$ cat src/rtl/ipsm_pkg.sv
package ipsm_pkg;

	localparam int unsigned WordW = 32;
	localparam int unsigned ByteW = 8;

	// Prefix length codes, tested in this order on the first byte of a number.
	localparam logic [3:0] NIB_FOUR_MORE  = 4'hF;
	localparam logic [3:0] NIB_THREE_MORE = 4'h7;
	localparam logic [2:0] LOW3_TWO_MORE  = 3'h3;
	localparam logic [1:0] LOW2_ONE_MORE  = 2'h1;

	// Length class: number of bytes after the first.
	localparam logic [2:0] LC_ZERO  = 3'd0;
	localparam logic [2:0] LC_ONE   = 3'd1;
	localparam logic [2:0] LC_TWO   = 3'd2;
	localparam logic [2:0] LC_THREE = 3'd3;
	localparam logic [2:0] LC_FOUR  = 3'd4;

	typedef enum logic [1:0] {
		PH_COUNT = 2'd0,
		PH_DELTA = 2'd1,
		PH_STATE = 2'd2
	} phase_t;

	typedef struct packed {
		logic [WordW-1:0]        entry_offset;
		logic signed [WordW-1:0] entry_state;
		logic                    last_entry;
		logic                    empty_map;
	} entry_t;

	// Bit position of the first trailing byte for each length class.
	function automatic logic [4:0] shift_base(input logic [2:0] lc);
		logic [4:0] b;
		case (lc)
			LC_FOUR:  b = 5'd0;
			LC_THREE: b = 5'd4;
			LC_TWO:   b = 5'd5;
			default:  b = 5'd6;
		endcase
		return b;
	endfunction

endpackage

$ cat src/rtl/ipsm_byte_if.sv
interface ipsm_byte_if;
	logic       valid;
	logic       ready;
	logic [7:0] in_byte;

	modport source (output valid, output in_byte, input ready);
	modport sink (input valid, input in_byte, output ready);
endinterface

$ cat src/rtl/ipsm_entry_if.sv
interface ipsm_entry_if;
	logic               valid;
	logic               ready;
	logic [31:0]        entry_offset;
	logic signed [31:0] entry_state;
	logic               last_entry;
	logic               empty_map;

	modport source (output valid, output entry_offset, output entry_state,
		output last_entry, output empty_map, input ready);
	modport sink (input valid, input entry_offset, input entry_state,
		input last_entry, input empty_map, output ready);
endinterface

$ cat src/rtl/ip_to_state_map_varint_decoder.sv
// Decoder for a byte stream of packed maps from code offset to state.
//
// Channels: bytes (sink) takes one raw stream byte per request; entries
// (source) gives one decoded map entry per request: absolute offset, state
// minus one, a last-entry flag and an empty-map flag. The base_offset
// register is written via cfg_wr_en/cfg_wr_data; the user must write it only
// while idle (not enforced here); sampled when a map's entry count completes.
//
// A byte accepted into the input register passes the number decoder and
// map sequencer, and its result (if any) is loaded into the output
// register, which drives entries.valid. Throughput is one byte per cycle
// while no new result is held back by a full, stalled output register; the
// rate is set by the single combinational pass from input register to
// output register (prefix decode, one barrel shift, one 32-bit add).
//
// Reset clears the decoder and sequencer state, the register and both
// pipeline valids; the block expects an entry count right after reset.
// When the receiver stalls, the result waits in the output register; bytes
// that complete no result still advance, and bytes stall only when a new
// result would need an output register that is still full.
module ip_to_state_map_varint_decoder (
	input  logic                 clk,
	input  logic                 arst_n,
	input  logic                 cfg_wr_en,
	input  logic [31:0]          cfg_wr_data,
	ipsm_byte_if.sink            bytes,
	ipsm_entry_if.source         entries
);

	logic                          vld_s1;
	logic [ipsm_pkg::ByteW-1:0]    byte_s1;
	logic [ipsm_pkg::WordW-1:0]    base_offset_q;
	logic                          out_vld_s2;
	ipsm_pkg::entry_t              out_s2;

	logic                          num_done;
	logic [ipsm_pkg::WordW-1:0]    num_value;
	logic                          res_valid;
	ipsm_pkg::entry_t              res;
	ipsm_pkg::phase_t              phase;
	logic                          advance;
	logic                          load_out;

	// advance the held byte unless it makes a result and the output is full
	assign advance  = vld_s1 && (!res_valid || !out_vld_s2 || entries.ready);
	assign load_out = advance && res_valid;
	assign bytes.ready = !vld_s1 || advance;

	always_ff @(posedge clk or negedge arst_n) begin
		if (!arst_n) begin
			base_offset_q <= '0;
		end else if (cfg_wr_en) begin
			base_offset_q <= cfg_wr_data;
		end
	end

	// input register
	always_ff @(posedge clk or negedge arst_n) begin
		if (!arst_n) begin
			vld_s1 <= 1'b0;
		end else if (bytes.ready) begin
			vld_s1 <= bytes.valid;
		end
	end

	always_ff @(posedge clk) begin
		if (bytes.valid && bytes.ready) begin
			byte_s1 <= bytes.in_byte;
		end
	end

	ipsm_varint u_varint (
		.clk       (clk),
		.arst_n    (arst_n),
		.take      (advance),
		.byte_in   (byte_s1),
		.num_done  (num_done),
		.num_value (num_value)
	);

	ipsm_map_seq u_map_seq (
		.clk         (clk),
		.arst_n      (arst_n),
		.take        (advance),
		.num_done    (num_done),
		.num_value   (num_value),
		.base_offset (base_offset_q),
		.res_valid   (res_valid),
		.res         (res),
		.phase       (phase)
	);

	// output register: hold while stalled, drop once taken
	always_ff @(posedge clk or negedge arst_n) begin
		if (!arst_n) begin
			out_vld_s2 <= 1'b0;
		end else if (load_out) begin
			out_vld_s2 <= 1'b1;
		end else if (entries.ready) begin
			out_vld_s2 <= 1'b0;
		end
	end

	always_ff @(posedge clk) begin
		if (load_out) begin
			out_s2 <= res;
		end
	end

	assign entries.valid        = out_vld_s2;
	assign entries.entry_offset = out_s2.entry_offset;
	assign entries.entry_state  = out_s2.entry_state;
	assign entries.last_entry   = out_s2.last_entry;
	assign entries.empty_map    = out_s2.empty_map;

	// an empty map result carries no entry
	a_empty_shape: assert property (@(posedge clk) disable iff (!arst_n)
		entries.valid && entries.empty_map |->
			entries.last_entry && entries.entry_offset == '0 && entries.entry_state == -32'sd1)
		else $error("empty map result malformed");

	// bytes stall only behind a full, stalled output register
	a_no_idle_stall: assert property (@(posedge clk) disable iff (!arst_n)
		!bytes.ready |-> out_vld_s2 && !entries.ready)
		else $error("input stalled without output back-pressure");

	// a result that ends a map returns the sequencer to expecting a count
	a_last_to_count: assert property (@(posedge clk) disable iff (!arst_n)
		load_out && res.last_entry |=> phase == ipsm_pkg::PH_COUNT)
		else $error("sequencer not back at count after last entry");

	// a result is never dropped: a full stalled output register is not overwritten
	a_no_overwrite: assert property (@(posedge clk) disable iff (!arst_n)
		out_vld_s2 && !entries.ready |-> !load_out)
		else $error("pending result overwritten");

endmodule

$ cat src/rtl/ipsm_varint.sv
module ipsm_varint (
	input  logic                       clk,
	input  logic                       arst_n,
	input  logic                       take,
	input  logic [ipsm_pkg::ByteW-1:0] byte_in,
	output logic                       num_done,
	output logic [ipsm_pkg::WordW-1:0] num_value
);

	logic [2:0]                 bytes_left_q;
	logic [2:0]                 length_class_q;
	logic [ipsm_pkg::WordW-1:0] acc_q;

	logic [2:0]                 bytes_left_d;
	logic [2:0]                 length_class_d;
	logic [ipsm_pkg::WordW-1:0] acc_d;
	logic [2:0]                 k;
	logic [4:0]                 sh;

	always_comb begin
		k              = length_class_q - bytes_left_q;
		sh             = ipsm_pkg::shift_base(length_class_q) + {k[1:0], 3'b000};
		length_class_d = length_class_q;
		acc_d          = acc_q;
		bytes_left_d   = bytes_left_q;
		if (bytes_left_q == 3'd0) begin
			if (byte_in[3:0] == ipsm_pkg::NIB_FOUR_MORE) begin
				length_class_d = ipsm_pkg::LC_FOUR;
				acc_d          = '0;
			end else if (byte_in[3:0] == ipsm_pkg::NIB_THREE_MORE) begin
				length_class_d = ipsm_pkg::LC_THREE;
				acc_d          = ipsm_pkg::WordW'(byte_in[7:4]);
			end else if (byte_in[2:0] == ipsm_pkg::LOW3_TWO_MORE) begin
				length_class_d = ipsm_pkg::LC_TWO;
				acc_d          = ipsm_pkg::WordW'(byte_in[7:3]);
			end else if (byte_in[1:0] == ipsm_pkg::LOW2_ONE_MORE) begin
				length_class_d = ipsm_pkg::LC_ONE;
				acc_d          = ipsm_pkg::WordW'(byte_in[7:2]);
			end else begin
				length_class_d = ipsm_pkg::LC_ZERO;
				acc_d          = ipsm_pkg::WordW'(byte_in[7:1]);
			end
			bytes_left_d = length_class_d;
		end else begin
			// merge the trailing byte at its place, little endian
			acc_d        = acc_q | (ipsm_pkg::WordW'(byte_in) << sh);
			bytes_left_d = bytes_left_q - 3'd1;
		end
	end

	assign num_done  = (bytes_left_d == 3'd0);
	assign num_value = acc_d;

	always_ff @(posedge clk or negedge arst_n) begin
		if (!arst_n) begin
			bytes_left_q   <= '0;
			length_class_q <= '0;
			acc_q          <= '0;
		end else if (take) begin
			bytes_left_q   <= bytes_left_d;
			length_class_q <= length_class_d;
			acc_q          <= acc_d;
		end
	end

endmodule

$ cat src/rtl/ipsm_map_seq.sv
module ipsm_map_seq (
	input  logic                       clk,
	input  logic                       arst_n,
	input  logic                       take,
	input  logic                       num_done,
	input  logic [ipsm_pkg::WordW-1:0] num_value,
	input  logic [ipsm_pkg::WordW-1:0] base_offset,
	output logic                       res_valid,
	output ipsm_pkg::entry_t           res,
	output ipsm_pkg::phase_t           phase
);

	ipsm_pkg::phase_t           phase_q, phase_d;
	logic [ipsm_pkg::WordW-1:0] entries_left_q, entries_left_d;
	logic [ipsm_pkg::WordW-1:0] prev_offset_q, prev_offset_d;
	logic [ipsm_pkg::WordW-1:0] held_offset_q, held_offset_d;
	logic                       is_last;

	assign is_last = (entries_left_q == ipsm_pkg::WordW'(1));
	assign phase   = phase_q;

	// next state
	always_comb begin
		phase_d        = phase_q;
		entries_left_d = entries_left_q;
		prev_offset_d  = prev_offset_q;
		held_offset_d  = held_offset_q;
		if (num_done) begin
			unique case (phase_q)
				ipsm_pkg::PH_DELTA: begin
					held_offset_d = prev_offset_q + num_value;
					prev_offset_d = prev_offset_q + num_value;
					phase_d       = ipsm_pkg::PH_STATE;
				end
				ipsm_pkg::PH_STATE: begin
					entries_left_d = entries_left_q - ipsm_pkg::WordW'(1);
					phase_d        = is_last ? ipsm_pkg::PH_COUNT : ipsm_pkg::PH_DELTA;
				end
				default: begin
					entries_left_d = num_value;
					if (num_value == '0) begin
						phase_d = ipsm_pkg::PH_COUNT;
					end else begin
						prev_offset_d = base_offset;
						phase_d       = ipsm_pkg::PH_DELTA;
					end
				end
			endcase
		end
	end

	// outputs
	always_comb begin
		res_valid = 1'b0;
		res       = '{entry_offset: held_offset_q,
			entry_state: $signed(num_value - ipsm_pkg::WordW'(1)),
			last_entry: is_last, empty_map: 1'b0};
		unique case (phase_q)
			ipsm_pkg::PH_DELTA: res_valid = 1'b0;
			ipsm_pkg::PH_STATE: res_valid = num_done;
			default: begin
				res_valid = num_done && (num_value == '0);
				res       = '{entry_offset: '0, entry_state: -32'sd1,
					last_entry: 1'b1, empty_map: 1'b1};
			end
		endcase
	end

	always_ff @(posedge clk or negedge arst_n) begin
		if (!arst_n) begin
			phase_q        <= ipsm_pkg::PH_COUNT;
			entries_left_q <= '0;
			prev_offset_q  <= '0;
			held_offset_q  <= '0;
		end else if (take) begin
			phase_q        <= phase_d;
			entries_left_q <= entries_left_d;
			prev_offset_q  <= prev_offset_d;
			held_offset_q  <= held_offset_d;
		end
	end

endmodule

$ cat src/flat_wrapper.sv
// flat-port wrapper written by rule: the top's interface ports become plain ports
module ip_to_state_map_varint_decoder_flat 
  (clk, arst_n, cfg_wr_en, cfg_wr_data, bytes_valid, bytes_in_byte, bytes_ready, entries_valid, entries_entry_offset, entries_entry_state, entries_last_entry, entries_empty_map, entries_ready);
  ipsm_byte_if bytes_i ();
  ipsm_entry_if entries_i ();
  input  logic clk;
  input  logic arst_n;
  input  logic cfg_wr_en;
  input  logic [31:0] cfg_wr_data;
  input wire logic [$bits(bytes_i.valid)-1:0] bytes_valid;
  input wire logic [$bits(bytes_i.in_byte)-1:0] bytes_in_byte;
  output wire logic [$bits(bytes_i.ready)-1:0] bytes_ready;
  output wire logic [$bits(entries_i.valid)-1:0] entries_valid;
  output wire logic [$bits(entries_i.entry_offset)-1:0] entries_entry_offset;
  output wire logic [$bits(entries_i.entry_state)-1:0] entries_entry_state;
  output wire logic [$bits(entries_i.last_entry)-1:0] entries_last_entry;
  output wire logic [$bits(entries_i.empty_map)-1:0] entries_empty_map;
  input wire logic [$bits(entries_i.ready)-1:0] entries_ready;
  assign bytes_i.valid = bytes_valid;
  assign bytes_i.in_byte = bytes_in_byte;
  assign bytes_ready = bytes_i.ready;
  assign entries_valid = entries_i.valid;
  assign entries_entry_offset = entries_i.entry_offset;
  assign entries_entry_state = entries_i.entry_state;
  assign entries_last_entry = entries_i.last_entry;
  assign entries_empty_map = entries_i.empty_map;
  assign entries_i.ready = entries_ready;
  ip_to_state_map_varint_decoder u_core (.clk(clk), .arst_n(arst_n), .cfg_wr_en(cfg_wr_en), .cfg_wr_data(cfg_wr_data), .bytes(bytes_i), .entries(entries_i));
endmodule
$ cat config.mk
export PLATFORM = sky130hd
export DESIGN_NAME = ip_to_state_map_varint_decoder_flat
export DESIGN_NICKNAME = d
export VERILOG_FILES = /design/src/rtl/ipsm_pkg.sv /design/src/rtl/ipsm_byte_if.sv /design/src/rtl/ipsm_entry_if.sv /design/src/rtl/ip_to_state_map_varint_decoder.sv /design/src/rtl/ipsm_varint.sv /design/src/rtl/ipsm_map_seq.sv /design/src/flat_wrapper.sv
export SDC_FILE = /design/constraint.sdc
export NUM_CORES = 1
export LEC_CHECK = 0
export ABC_CLOCK_PERIOD_IN_PS = 9200
export BUFFER_PORTS_ARGS = -buffer_cell sky130_fd_sc_hd__buf_4
export CAP_MARGIN = 5
export CELL_PAD_IN_SITES_DETAIL_PLACEMENT = 1
export CELL_PAD_IN_SITES_GLOBAL_PLACEMENT = 1
export CORE_MARGIN = 3
export CORE_UTILIZATION = 48
export DETAILED_ROUTE_END_ITERATION = 16
export GPL_TIMING_DRIVEN = 0
export PLACE_DENSITY_LB_ADDON = 0.3
export SETUP_SLACK_MARGIN = 0.1
export SLEW_MARGIN = 20
export SYNTH_ARGS = -nofsm -noshare
export SYNTH_HDL_FRONTEND = slang
export SYNTH_SLANG_ARGS = --single-unit
$ cat constraint.sdc
create_clock -name clk -period 9.2 [get_ports clk]
set_input_delay 1.84 -clock clk [delete_from_list [all_inputs] [get_ports clk]]
set_output_delay 1.84 -clock clk [all_outputs]
set_load 0.02 [all_outputs]
-- Word level (Yosys, flattened, before mapping)
Index checks and enable logic that the tools add are counted.
W data, S select, Z words.
- bits in read-only memories: 0
- memories: 0
- register bits: 244
- latch bits: 0
- RAM bits: 0
- bits of input ports: 45
- output and inout bits: 68
- add/subtract/negate cells: 6
- divide/modulo/power cells: 0
- muxes and demuxes: 21
- shifts and indexed selects: 1
- multipliers: 0
- reduce and logical (&&, ||, !) cells: 20
- bitwise gates (word level): 3
- order comparisons: 0
- equal/unequal tests: 11
- operators with widths (cell ; count):
    $pmux W32 S2 ; 2
    $mux W32 ; 2
    $sub A32 B1 Y32 const B ; 2
    $add A32 B32 Y32 ; 1
    $eq A32 B1 Y1 const B ; 1
    $logic_not A32 Y1 ; 1
    $or A32 B32 Y32 ; 1
    $shl A8 B5 Y32 ; 1
    $mux W7 ; 4
    $eq A3 B2 Y1 const B ; 3
    $pmux W3 S3 ; 1
    $logic_not A3 Y1 ; 2
    $mux W1 ; 6
    $mux W3 ; 2
    $reduce_and A3 Y1 ; 2
    $add A5 B5 Y5 ; 1
    $eq A2 B1 Y1 const B ; 2
    $eq A4 B3 Y1 const B ; 1
    $eq A4 B4 Y1 const B ; 1
    $logic_and A1 B1 Y1 ; 4
    $mux W2 ; 2
    $pmux W2 S2 ; 1
    $reduce_and A2 Y1 ; 2
    $reduce_and A4 Y1 ; 1
    other kinds (11) ; 16

-- Longest topological paths before layout
- depth after elaboration: 15
- gate-level depth with buffers: 23

-- Cells and area by module
Synthesis repeated with hierarchy kept, for this count alone.
- cells, all modules: 1449
- area, all modules: 14132.3 sq um
- modules (own cells, without submodules) (module ; area an instance (sq um) ; times used ; cells an instance ; seq. area each (sq um)):
    ipsm_map_seq ; 7479.7 ; 1 ; 918 ; 2452.4
    ip_to_state_map_varint_decoder ; 3666.0 ; 1 ; 152 ; 3072.9
    ipsm_varint ; 2986.6 ; 1 ; 379 ; 950.9

-- Worst setup path before layout
No wires, ideal clock.
- path kind: register to register
- from: reg u_core.u_varint.length_class_q[0]
- to: reg u_core.out_s2 (netlist bit u_core.entries.empty_map), enable pin
- clock period less this slack: 6.756 ns
- arrival time: 6.266 ns
- stages on the path, launching flop included: 16
- buffers on the path: 5
- setup slack: 2.444 ns
- setup time: 0.491 ns
- required time: 8.709 ns
- cell sequence: dfrtp_1 -> buf_2 -> buf_2 -> clkbuf_1 -> inv_1 -> ha_1 -> clkbuf_1 -> nor4b_1 -> a32o_1 -> a21oi_1 -> o211ai_1 -> nor4_4 -> a41oi_4 -> o21ai_1 -> buf_4 -> nor2_1
- longest elaborated chain between the ends: 14
- RTL lines (what ; RTL line ; RTL):
    start, declared ; ipsm_varint.sv:11 ; logic [2:0] length_class_q;
    start signal, assigned ; ipsm_varint.sv:61 ; length_class_q <= length_class_d;
    $eq A3 B2 Y1 or $eq A3 B3 Y1 (tied branches) ; ipsm_pkg.sv:35 ; case (lc)
    $pmux W3 S3 ; ipsm_pkg.sv:35 ;
    $add A5 B5 Y5 * ; ipsm_varint.sv:22 ; sh = ipsm_pkg::shift_base(length_class_q) + {k[1:0], 3'b000};
    $shl A8 B5 Y32 * ; ipsm_varint.sv:46 ; acc_d = acc_q | (ipsm_pkg::WordW'(byte_in) << sh);
    $or A32 B32 Y32 * ; ipsm_varint.sv:46 ;
    $mux W32 * ; ipsm_varint.sv:26 ; if (bytes_left_q == 3'd0) begin
    $logic_not A32 Y1 * ; ipsm_map_seq.sv:62 ; res_valid = num_done && (num_value == '0);
    $logic_and A1 B1 Y1 * ; ipsm_map_seq.sv:62 ;
    $pmux W1 S2 * ; ipsm_map_seq.sv:58 ; unique case (phase_q)
    $logic_not A1 Y1 ; ip_to_state_map_varint_decoder.sv:45 ; assign advance = vld_s1 && (!res_valid || !out_vld_s2 || entries.ready);
    $logic_or A1 B1 Y1 (2 in a row) ; ip_to_state_map_varint_decoder.sv:45 ;
    $logic_and A1 B1 Y1 ; ip_to_state_map_varint_decoder.sv:45 ;
    $logic_and A1 B1 Y1 * ; ip_to_state_map_varint_decoder.sv:46 ; assign load_out = advance && res_valid;
    via u_core.load_out ; ip_to_state_map_varint_decoder.sv:42 ; logic load_out;
    end signal, assigned ; ip_to_state_map_varint_decoder.sv:106 ; out_s2 <= res;
    end, declared ; ip_to_state_map_varint_decoder.sv:34 ; ipsm_pkg::entry_t out_s2;
The timed path passes the listed nets; every way through them passes the cells marked *.
A chain may end at the register's enable or synchronous reset.

-- Worst setup path in the final report
- from: reg u_core.u_varint.bytes_left_q[1]
- to: out bytes_ready
- longest elaborated chain between the ends: 13
- RTL lines (what ; RTL line ; RTL):
    start, declared ; ipsm_varint.sv:10 ; logic [2:0] bytes_left_q;
    start signal, assigned ; ipsm_varint.sv:60 ; bytes_left_q <= bytes_left_d;
    $sub A2 B2 Y2 ; ipsm_varint.sv:21 ; k = length_class_q - bytes_left_q;
    $add A5 B5 Y5 ; ipsm_varint.sv:22 ;
    $shl A8 B5 Y32 ; ipsm_varint.sv:46 ;
    $or A32 B32 Y32 ; ipsm_varint.sv:46 ;
    $mux W32 ; ipsm_varint.sv:26 ;
    $logic_not A32 Y1 ; ipsm_map_seq.sv:62 ;
    $logic_and A1 B1 Y1 ; ipsm_map_seq.sv:62 ;
    $pmux W1 S2 * ; ipsm_map_seq.sv:58 ;
    $logic_not A1 Y1 * ; ip_to_state_map_varint_decoder.sv:45 ;
    $logic_or A1 B1 Y1 * (2 in a row) ; ip_to_state_map_varint_decoder.sv:45 ;
    $logic_and A1 B1 Y1 * ; ip_to_state_map_varint_decoder.sv:45 ;
    $logic_or A1 B1 Y1 * ; ip_to_state_map_varint_decoder.sv:47 ; assign bytes.ready = !vld_s1 || advance;
    end, declared ; flat_wrapper.sv:12 ; output wire logic [$bits(bytes_i.ready)-1:0] bytes_ready;
Every way passes the cells marked *; elsewhere a longest branch is shown, timed or not.

==> results.toml <==
[place]
detailed_place.area_mm2 = 0.0156
gp_congestion = 0.915
port_buffers = 111
dp_hpwl_um = 35900
dp_cells = 1916

[final_layout]
fin_cells = 1969
final_nets = 1648
drive_gt1_share_pct = 18.7
syn2layout_area_growth_pct = 16.5
final_area_mm2 = 0.0165

[power]
ir_worst_vdd_v = 0.000206
power_density_mw_per_mm2 = 421
leakagePower_nw = 6.84

[timing]
rsz0062_at_grt = "false"
fmax_ghz = 0.128
hold_violations = 0
report.final.slew_viol_count = 0
clock-skew-final_ps = 26.3
worst_slew_pin_slew_ps = 1100
slew-limit-headroom_pct = 26.6
fin_setup_tns_ps = 0
period_needed_ps = 7840
period_share_pct = 85.2
finalSetupViolCount = 0

[synthesis]
ys_types = 96
synth-simple-area-share_pct = 17.3
muxShareOfSynthArea_pct = 8.10
ys_top_cells_by_count = "dfrtp_1, nand2_1, o21ai_0"
synth_compound_area_share_pct = 17.4
ys_ff_latch = 244
synthArstFlopShare_pct = 69.7
syn_area_per_cell_um2 = 9.98
synth_top_area_share_pct = 30.1
synth_flop_cell = "dfrtp_1"
synth_cells = 1417
synth_xor_area_share_pct = 3.30
ys_warn_count = 0
synth_most_common_cell = "dfrtp_1"
synth.cell_area_mm2 = 0.0141
synth_fp_nets = 1503
synth_largest_area_cell = "dfrtp_1"
yosysSeqAreaShare_pct = 45.8
synthAdderAreaFrac_pct = 3.82
synthTopCellsByArea = "dfrtp_1, edfxtp_1, mux2_2"
synth_top_family_by_area = "compound AO/OA/AOI/OAI gates"
synth_edf_count = 74

[route]
dr.pass1.iters = 6
final_antenna_net_count = 0
drc = 0
vias = 12200
viasPerCell = 6.19
drt_iter0_drc = 987
wl_per_cell_um = 24.6
wirelength_um = 48500

[clock_tree]
post_cts_resized = 0
clock_path_buffers = 3
cts_setup_buffers = 0
htreeDepth = 1
cts_buffers = 28
cts-root-buf = "clkbuf_16"
ctsHoldBuffers = 0
cts_tree = "built"
clk_pin_slew_ps = 60
clock-sinks = 244
clkLatencyLatePin_ps = 580

[floorplanning]
pin_count = 113
die_area_mm2 = 0.0316
core_mm2 = 0.0289
die_w_um = 178
fp.dieH_um = 178
initial_core_util_pct = 49.0
rows = 62

[global_routing]
grt_remaining_overflow = 0
grt_pass1_wl_um = 76300
grtUsageTotal_pct = 31.2
grt_max_degree = 83
antenna_found_initial = 0
grt_pass1_vias = 13200

[status]
status = "finished clean"

[worst_setup_path]
reg2reg_depth = 20
cp.depth = 15
crit_arrival_ps = 6000
critical_path.top_delay_family = "buffers and inverters"
crit_chain = "inv_1 -> ha_1 -> ha_1 -> clkbuf_1 -> clkbuf_1 -> clkbuf_1 -> clkbuf_1 -> buf_1 -> o21a_1 -> ha_1 -> o211ai_1 -> nor4_4 -> a41o_2 -> nand3_1 -> buf_4"
criticalPathCategory = "register to primary output"
cp_slowest_cell = "nor4_4"
cp.required_ps = 7360
end_kind = "primary output"
crit_path_start_kind = "register"
crit_path_max_incr_delay_ps = 610
cpMostUsedCell = "clkbuf_1"
crit_fanout = 10
cp_num_buf_inv = 7

[min_path]
whs_path_depth = 2
hold_path.class = "register to register"

[run]
drv_cap = 0
-- logic make-up after synthesis --
family / Yosys count
mux: 105
flops: 244
fa+ha+maj: 43
xor+xnor: 50
simple gates: 468
buf+inv: 138
compound gates: 369
-- routing by layer --
layer	global-route usage, %	wire [um]	up-vias
li1	-	-	5500
met1	40.0	19900	6159
met2	52.3	23400	421
met3	6.14	3260	113
met4	11.5	1990	0
met5	0	0	-
-- tightest hold or removal path: stages (launching register included) --
cell,delay [ps]
dfrtp_1,340
nand2_1,40
o21ai_0,60
-- worst paths after layout --
| check | start | to | slack [ps] |
|---|---|---|---|
| max reg2reg | u_core.u_varint.bytes_left_q[1]$_DFFE_PN0P_ | u_core.u_map_seq.held_offset_q[30]$_DFFE_PN0P_ | 2350 |
| min in group asynchronous | arst_n | u_core.u_varint.acc_q[9]$_DFFE_PN0P_ | 1160 |
| max | u_core.u_varint.bytes_left_q[1]$_DFFE_PN0P_ | bytes_ready | 1360 |
| max in group asynchronous | arst_n | u_core.u_map_seq.held_offset_q[24]$_DFFE_PN0P_ | 7280 |
| min reg2reg | u_core.u_map_seq.held_offset_q[31]$_DFFE_PN0P_ | u_core.u_map_seq.held_offset_q[31]$_DFFE_PN0P_ | 480 |
| min | u_core.u_map_seq.held_offset_q[31]$_DFFE_PN0P_ | u_core.u_map_seq.held_offset_q[31]$_DFFE_PN0P_ | 480 |
-- through the flow --
step	utilization, %	hold slack [ps]	worst slack (ps)	total power, W
final	57.1	479	1360	0.00693
after global routing	57.1	518	1230	0.00739
after CTS	57.1	480	1530	0.00686
after detailed placement	53.9	465	2130	0.00571
after global placement	53.5	458	-510	0.00553
after floorplan	-	442	2440	0.00440
-- where the power goes --
part           internal, W  switching [W]  total [W]  leakage [nW]
combinational      0.00140        0.00271    0.00411          3.67
sequential         0.00149       0.000228    0.00172          2.72
clock             0.000623       0.000471    0.00109         0.447
total              0.00352        0.00341    0.00693          6.84
-- final cells by class --
type                            count  area [um^2]
Antenna cell                        1         2.50
Buffer                             93          428
Clock buffer                       37          774
Clock inverter                     15          131
Fill cell                        3267        12400
Inverter                           45          169
Multi-Input combinational cell   1035         7080
Sequential cell                   244         6480
Tap cell                          384          480
Timing Repair Buffer              115          936
-- flip-flops by register name, summed over array words and instances (netlist names), 8 cells and up --
name and flops:
u_core.entries.entry_state 32, u_core.base_offset_q 32, u_core.byte_s1 8, u_core.u_varint.acc_q 32, u_core.u_map_seq.prev_offset_q 32, u_core.u_map_seq.held_offset_q 32, u_core.entries.entry_offset 32, u_core.u_map_seq.entries_left_q 32
-- cell usage in the layout (no fill, tap or decap), types with 20 or more instances in the layout --
master	Yosys	routed
nand2_1	141	141
mux2i_1	30	30
clkbuf_16	0	28
a21o_1	29	29
dfrtp_1	170	170
inv_1	40	40
clkbuf_1	58	63
a21oi_1	73	73
xnor2_1	38	38
buf_4	7	117
ha_1	40	40
o22ai_1	24	24
nor3_1	29	29
o21ai_0	99	99
nor2b_1	44	44
edfxtp_1	74	74
mux2_2	67	67
nand3_1	45	45
nand2b_1	20	20
nor2_1	72	71
Power figures use the tool's default switching activity.
